$ cat config.mk
export PLATFORM = sky130hd
export DESIGN_NAME = atm_out_mix
export DESIGN_NICKNAME = d
export VERILOG_FILES = /design/src/design/atm_pkg.sv /design/src/design/atm_out_mix.sv
export SDC_FILE = /design/constraint.sdc
export NUM_CORES = 2
export LEC_CHECK = 0
export BUFFER_PORTS_ARGS = -buffer_cell sky130_fd_sc_hd__buf_4
export CELL_PAD_IN_SITES_DETAIL_PLACEMENT = 0
export CELL_PAD_IN_SITES_GLOBAL_PLACEMENT = 1
export CORE_UTILIZATION = 50
export DETAILED_ROUTE_END_ITERATION = 10
export GPL_TIMING_DRIVEN = 0
export PLACE_DENSITY = 0.87
export SYNTH_ARGS = -nofsm -noshare
export SYNTH_HDL_FRONTEND = slang
export SYNTH_SLANG_ARGS = --single-unit
$ cat constraint.sdc
create_clock -name clk -period 8.74 [get_ports clk]
set_input_delay 0.437 -clock clk [delete_from_list [all_inputs] [get_ports clk]]
set_output_delay 0.437 -clock clk [all_outputs]
set_load 0.05 [all_outputs]
$ cat src/design/atm_pkg.sv
package atm_pkg;

	localparam int INPUT_FRAC_BITS_DEF = 16;
	localparam logic [15:0] EXPOSURE_RESET = 16'd4096;

	typedef struct packed {
		logic [23:0] red_linear;
		logic [23:0] green_linear;
		logic [23:0] blue_linear;
	} pixel_in_t;

	typedef struct packed {
		logic [7:0] red_display;
		logic [7:0] green_display;
		logic [7:0] blue_display;
	} pixel_out_t;

	localparam logic [15:0] MAT_IN [9] = '{
		16'd39137, 16'd23238, 16'd3161,
		16'd4981, 16'd59529, 16'd1026,
		16'd1861, 16'd8771, 16'd54904};

	localparam logic signed [17:0] MAT_OUT [9] = '{
		18'sd105169, -18'sd34805, -18'sd4828,
		-18'sd6690, 18'sd72622, -18'sd396,
		-18'sd214, -18'sd4768, 18'sd70518};

	localparam logic [63:0] CURVE_A40 = 64'd27024456494;
	localparam logic [63:0] CURVE_B48 = 64'd25483899966;
	localparam logic [63:0] CURVE_C24 = 64'd16504234;
	localparam logic [63:0] CURVE_D40 = 64'd476034658757;
	localparam logic [63:0] CURVE_E48 = 64'd67013843930250;

	localparam int DEN_W = 63;
	localparam int REM_W = DEN_W + 3;
	localparam int QUO_W = 26;
	localparam int DIV_STEPS = 2;
	localparam int DIV_STAGES = QUO_W / DIV_STEPS;
	localparam int CURVE_W = QUO_W + 1;

	typedef logic signed [CURVE_W-1:0] curve_t;

	localparam logic [24:0] ONE_Q24 = 25'h1000000;

	localparam int THR_W = 25;
	localparam int SRGB_SEARCH_STAGES = 4;
	localparam logic [24:0] SRGB_LIN_LIMIT = 25'd52526;
	localparam logic [40:0] SRGB_LIN_MUL = 41'd32946;
	localparam logic [40:0] SRGB_LIN_BIAS = 41'd83886080;
	localparam logic [40:0] SRGB_LIN_STEP = 41'd167772160;
	localparam int SRGB_LIN_CODES = 10;

	function automatic logic [299:0] big_pow(input logic [299:0] b, input int n);
		logic [299:0] r;
		r = 300'd1;
		for (int i = 0; i < n; i++) begin
			r = r * b;
		end
		return r;
	endfunction

	// smallest Q.24 level that reaches each display code of the power segment
	function automatic logic [256*THR_W-1:0] srgb_thresholds();
		logic [256*THR_W-1:0] tab;
		logic [299:0] pfac;
		logic [299:0] rhs;
		logic [299:0] lhs;
		logic [25:0] lo;
		logic [25:0] hi;
		logic [25:0] mid;
		tab = '0;
		pfac = big_pow(300'd10761, 12);
		for (int k = 1; k < 256; k++) begin
			rhs = big_pow(300'(40 * k + 541), 12) << 120;
			lo = 26'd1;
			hi = 26'h1000001;
			while (lo < hi) begin
				mid = (lo + hi) >> 1;
				lhs = big_pow(300'(mid), 5) * pfac;
				if (lhs >= rhs) begin
					hi = mid;
				end else begin
					lo = mid + 26'd1;
				end
			end
			tab[k*THR_W +: THR_W] = lo[THR_W-1:0];
		end
		return tab;
	endfunction

endpackage

$ cat src/design/atm_out_mix.sv
module atm_out_mix (
	input  logic            clk,
	input  logic            arst_n,
	input  logic            in_valid,
	input  atm_pkg::curve_t r [3],
	output logic            out_valid,
	output logic [24:0]     c [3]
);

	logic signed [44:0] p_s1 [3][3];
	logic [24:0] c_comb [3];
	logic [24:0] c_s2 [3];
	logic vld_s1;
	logic vld_s2;

	always_comb begin
		logic signed [46:0] s;
		logic signed [46:0] t;
		s = '0;
		t = '0;
		for (int i = 0; i < 3; i++) begin
			s = 47'(p_s1[i][0]) + 47'(p_s1[i][1]) + 47'(p_s1[i][2]);
			t = s + 47'sd32768;
			if (s <= 0) begin
				c_comb[i] = '0;
			end else if (t[46:16] > 31'(atm_pkg::ONE_Q24)) begin
				c_comb[i] = atm_pkg::ONE_Q24;
			end else begin
				c_comb[i] = t[40:16];
			end
		end
	end

	always_ff @(posedge clk or negedge arst_n) begin
		if (!arst_n) begin
			vld_s1 <= 1'b0;
			vld_s2 <= 1'b0;
		end else begin
			vld_s1 <= in_valid;
			vld_s2 <= vld_s1;
		end
	end

	always_ff @(posedge clk) begin
		for (int i = 0; i < 3; i++) begin
			for (int j = 0; j < 3; j++) begin
				p_s1[i][j] <= 45'(atm_pkg::MAT_OUT[i*3+j]) * 45'(r[j]);
			end
		end
		c_s2 <= c_comb;
	end

	assign out_valid = vld_s2;
	assign c = c_s2;

endmodule

# Yosys cells after proc, flatten, opt, wreduce, memory -nomap -nowiden
# Memory sizes are Yosys's and may differ from the RTL's.
# Index checks and enable logic that the tools add are counted.
# Widths: inputs -> output; s select.
[totals] reg_bits=77 ramBits=402 inputBits=84 mem_count=1
[mem_list] name="p_s1" depth=3 width=134 rd=3 rd_clocked_by_memory_dff=0 wr=3 line_no="atm_out_mix.sv:10" text="logic signed [44:0] p_s1 [3][3];"
[op_classes] addsub=9 multipliers=9 order_cmp=6 n_mux=3 reduce_logical=3
[ops] cell="$add 46x45->47" count=3
[ops] cell="$add 47x17->47 const B" count=3
[ops] cell="$le 47x1->1 const B" count=3
[ops] cell="$add 45x45->46" count=3
[ops] cell="$mul 17x27->44 const A" count=3
[ops] cell="$gt 31x25->1 const B" count=3
[ops] cell="$mux 25" count=3
[ops] cell="$mul 8x27->35 const A" count=2
[ops] cell="$mul 18x27->45 const A" count=1
[ops] cell="$mul 13x27->40 const A" count=1
[ops] cell="$mul 12x27->39 const A" count=1
[ops] cell="$mul 9x27->36 const A" count=1
[ops] cell="$reduce_or 2->1" count=3

# Longest topological paths before layout
# An unclocked memory read counts as a cell.
[depth] ltp_word=6 ltp_mapped=26

# Worst setup path after synthesis
# Ideal clock, no wire load.
[synth_timing] kind="input to register" start="input port r[61] (netlist bit)" end="memory p_s1[0][133] (netlist bit)" setup_ns=0.120 arrival_time_ns=6.208 t_required_ns=8.620 slack_ns=2.412 cell_stages=22 path_buffers=0 cell_sequence="ha_1 -> fa_1 -> inv_1 -> fa_1 -> fa_1 -> fa_1 -> inv_1 -> fa_1 -> ha_1 -> a21o_1 -> a21oi_1 -> nor2_1 -> a311o_1 -> o31a_1 -> o2111ai_1 -> nand3_1 -> o41a_1 -> a211oi_1 -> nor3b_1 -> a221o_1 -> a21oi_1 -> xnor2_1"
[synth_rtl] element="from (decl)" line_no="atm_out_mix.sv:5" text="input atm_pkg::curve_t r [3],"
[synth_rtl] element="to (decl)" line_no="atm_out_mix.sv:10"

==> run summary <==
- **number of warning messages in the yosys log** 0
- **share of post-route cells with drive strength above 1** 5.258%
- **final setup TNS** 0 ns
- **total core area** 163000 µm²
- **number of buffer cells added on primary ports** 159
- **Core Util, Final** 54.06%
- **GR Util All Layers** 29.72%
- **count of antenna-violating nets left after detailed routing** 0
- **DR vias** 61480
- **Slew HR** 9.183%
- **flop and latch count out of synthesis** 428
- **synth unique cells** 120
- **required arrival time at the worst endpoint** 9.20 ns
- **area enclosed by the die boundary** 166000 µm²
- **final-report max-slew violation count** 0
- **ordered cell list for the critical path** buf_4, inv_1, ha_1, inv_1, fa_1, fa_1, inv_1, fa_1, inv_1, fa_1, fa_1, ha_1, nand3_1, o31ai_1, a21o_1, o211a_1, nor2_1, a211oi_1, a41oi_1, a211o_1, o21bai_1, a21oi_1, xnor2_1
- **Arr. time, crit path** 9.05 ns
- **result of the run** finished clean
- **drt pass-1 iters** 6
- **height of the chip** 407.5 µm
- **prevailing post-synth register cell** sky130_fd_sc_hd__dfxtp_1
- **worst hold path class** in -> reg
- **PnR worst setup slack** 0.1489 ns
- **Via density** 5.569
- **maximum number of pins on one net before global-route repair** 49
- **CTS H-Tree Depth** 2
- **endpoints failing hold** 0
- **DRT iter0 DRCs** 4545
- **critical path endpoint category** register
- **TritonCTS clock tree** yes
- **cell types with the highest counts after synthesis** sky130_fd_sc_hd__inv_1 (1885), sky130_fd_sc_hd__fa_1 (1344), sky130_fd_sc_hd__ha_1 (1331)
- **post-synthesis cell area** 82200 µm²
- **site row count** 148
- **post-synth net total** 11360
- **Overflow after GRT** 0
- **fraction of synthesis flops using an asynchronous set or reset pin** 0.4673%
- **setup repair after global routing missed its margin** no
- **post-CTS repair timing setup buffer count** 0
- **Most common cell on crit path** sky130_fd_sc_hd__fa_1
- **biggest area contributors in the synthesized netlist** sky130_fd_sc_hd__fa_1 (33%), sky130_fd_sc_hd__ha_1 (20%), sky130_fd_sc_hd__dfxtp_1 (10%)
- **delay contributed by the slowest stage of the critical path** 1.04 ns
- **hold buffer count at CTS** 2
- **worst-case clock buffer depth** 3
- **most repeated cell in the gate-level netlist after synthesis** sky130_fd_sc_hd__inv_1
- **crit path launch type** input pin
- **critical path start-end classification** in -> reg
- **routed wire length** 243700 µm
- **wire length of the first global-routing pass** 374600 µm
- **post-route cell area** 88090 µm²
- **Die X-Extent** 407.5 µm
- **initial core utilization** 50.44%
- **final clock skew** 0.04286 ns
- **clock root cell** sky130_fd_sc_hd__clkbuf_16
- **number of nets in the layout** 11580
- **Fmax achieved** 116.4 MHz
- **Post-synth EDFFs** 0
- **insertion delay to the later sink of the worst-skew pair** 0.70 ns
- **max-cap check violation count** 0
- **clock sink total** 428
- **clock edge transition at the registers on the reported setup and hold paths** 0.06 ns
- **mean post-synth cell area** 9.562 µm²
- **number of global-route vias before repair** 63070
- **number of antenna violations at the first check in global routing** 2
- **Slowest cell on crit path** sky130_fd_sc_hd__xnor2_1
- **DPL Wire Length** 211800 µm
- **routability congestion estimate** 0.9878
- **highest net fanout along the worst path** 11
- **gate count of the mapped netlist** 8596
- **routed length per placed instance** 22.07 µm
- **I/O pin cnt** 160
- **worst slack, placed** -0.1866 ns
- **area overhead of the layout relative to synthesis** 7.174%
- **area after detailed placement** 86120 µm²
- **Gates resized, CTS repair** 0
- **top-area cell type share of the netlist area** 32.73%
- **sequential share of the synthesized area** 10.44%
- **DRC violation count after routing** 0
- **Tmin final** 8.591 ns
- **total of endpoints with negative setup slack in the final report** 0
- **Tcrit/Tclk final** 98.30%
- **TritonCTS buffer count** 57
- **measured slew at the worst slew-check pin** 1.353 ns
- **top cell type by total area after synthesis** sky130_fd_sc_hd__fa_1
==> cells by family (layout without fill, tap and decap cells) <==
group	count (synthesis)	in the layout	synth area share [%]
AOI/OAI and AO/OA	1398	1398	11.46
xor gates and xnor gates	512	512	5.492
adders and majority gates	2678	2678	53.03
buffers and inverters	1991	2257	9.194
DFF	428	428	10.44
muxes	44	44	0.5465
other	0	4	0
and+or+nand+nor	1545	1545	9.838
==> state kept, by name, summed over array words and instances, names as in the netlist <==
signal     flops
p_s1         351
c             75
out_valid      1
vld_s1         1
==> final cells by class <==
type                       instances  area, µm²
antenna                            4      10.01
clock buffer                      71       1580
tap                             2175       2721
buffer                           104      474.2
clock inverter                    34      364.1
fill                           14790      74860
sequential                       428       8578
timing repair buffer             161       1214
inverter                        1887       7084
multi-input combinational       6177      66070
==> routing by layer <==
layer / up-vias / track usage [%] / share of wire, %
li1: 28670 / - / -
met2: 1892 / 46.55 / 45
met4: 0 / 12.70 / 5.1
met3: 315 / 5.057 / 6.7
met5: - / 0 / 0
met1: 30610 / 40.55 / 44
==> per-stage QoR <==
step                      std cells  hold slack, ns
final                         11040         0.05460
after global routing          11040         0.02708
after CTS                     11040        0.004013
after detailed placement      10930          0.2216
after global placement        10930          0.2183
after floorplan                8596          0.1414
==> worst paths after layout <==
path	cells past startpoint	slack [ns]	from	endpoint
setup / recovery	23	0.15	r[38]	p_s1[1][85]$_DFF_P_
hold / removal	1	0.05	r[56]	p_s1[0][91]$_DFF_P_
setup reg to reg	16	1.66	p_s1[0][14]$_DFF_P_	c[55]$_SDFF_PP0_
hold reg to reg	0	0.36	vld_s1$_DFF_PN0_	out_valid$_DFF_PN0_
max in group asynchronous	2	8.55	arst_n	out_valid$_DFF_PN0_
min in group asynchronous	2	0.11	arst_n	vld_s1$_DFF_PN0_
==> worst max-delay path: cells and delay by family <==
kind                       cells  cell delay (ns)
buffers and inverters          5             0.95
AOI/OAI and AO/OA              8             3.03
adders and majority gates      7             3.29
xor gates and xnor gates       1             1.04
and+or+nand+nor                2             0.25
==> layout by cell type (no fill, tap or decap), types with 31 or more instances in the layout <==
master and n:
sky130_fd_sc_hd__a211oi_1 58, sky130_fd_sc_hd__a21o_1 152, sky130_fd_sc_hd__a21oi_1 403, sky130_fd_sc_hd__a31oi_1 53, sky130_fd_sc_hd__and2_1 36, sky130_fd_sc_hd__and3_1 61, sky130_fd_sc_hd__and4_1 31, sky130_fd_sc_hd__buf_2 31
sky130_fd_sc_hd__buf_4 161, sky130_fd_sc_hd__clkbuf_1 67, sky130_fd_sc_hd__clkbuf_16 58, sky130_fd_sc_hd__dfxtp_1 426, sky130_fd_sc_hd__fa_1 1344, sky130_fd_sc_hd__ha_1 1331, sky130_fd_sc_hd__inv_1 1885, sky130_fd_sc_hd__mux2i_1 37
sky130_fd_sc_hd__nand2_1 311, sky130_fd_sc_hd__nand2b_1 52, sky130_fd_sc_hd__nand3_1 138, sky130_fd_sc_hd__nand4_1 56, sky130_fd_sc_hd__nor2_1 384, sky130_fd_sc_hd__nor2b_1 59, sky130_fd_sc_hd__nor3_1 158, sky130_fd_sc_hd__nor4_1 45
sky130_fd_sc_hd__o211ai_1 53, sky130_fd_sc_hd__o21a_1 65, sky130_fd_sc_hd__o21ai_0 218, sky130_fd_sc_hd__o21bai_1 57, sky130_fd_sc_hd__or2_2 32, sky130_fd_sc_hd__or3_1 52, sky130_fd_sc_hd__xnor2_1 383, sky130_fd_sc_hd__xor2_1 125
Power is not shown: default switching activity piles up to over one toggle a cycle in this logic, so the estimate is an artifact.
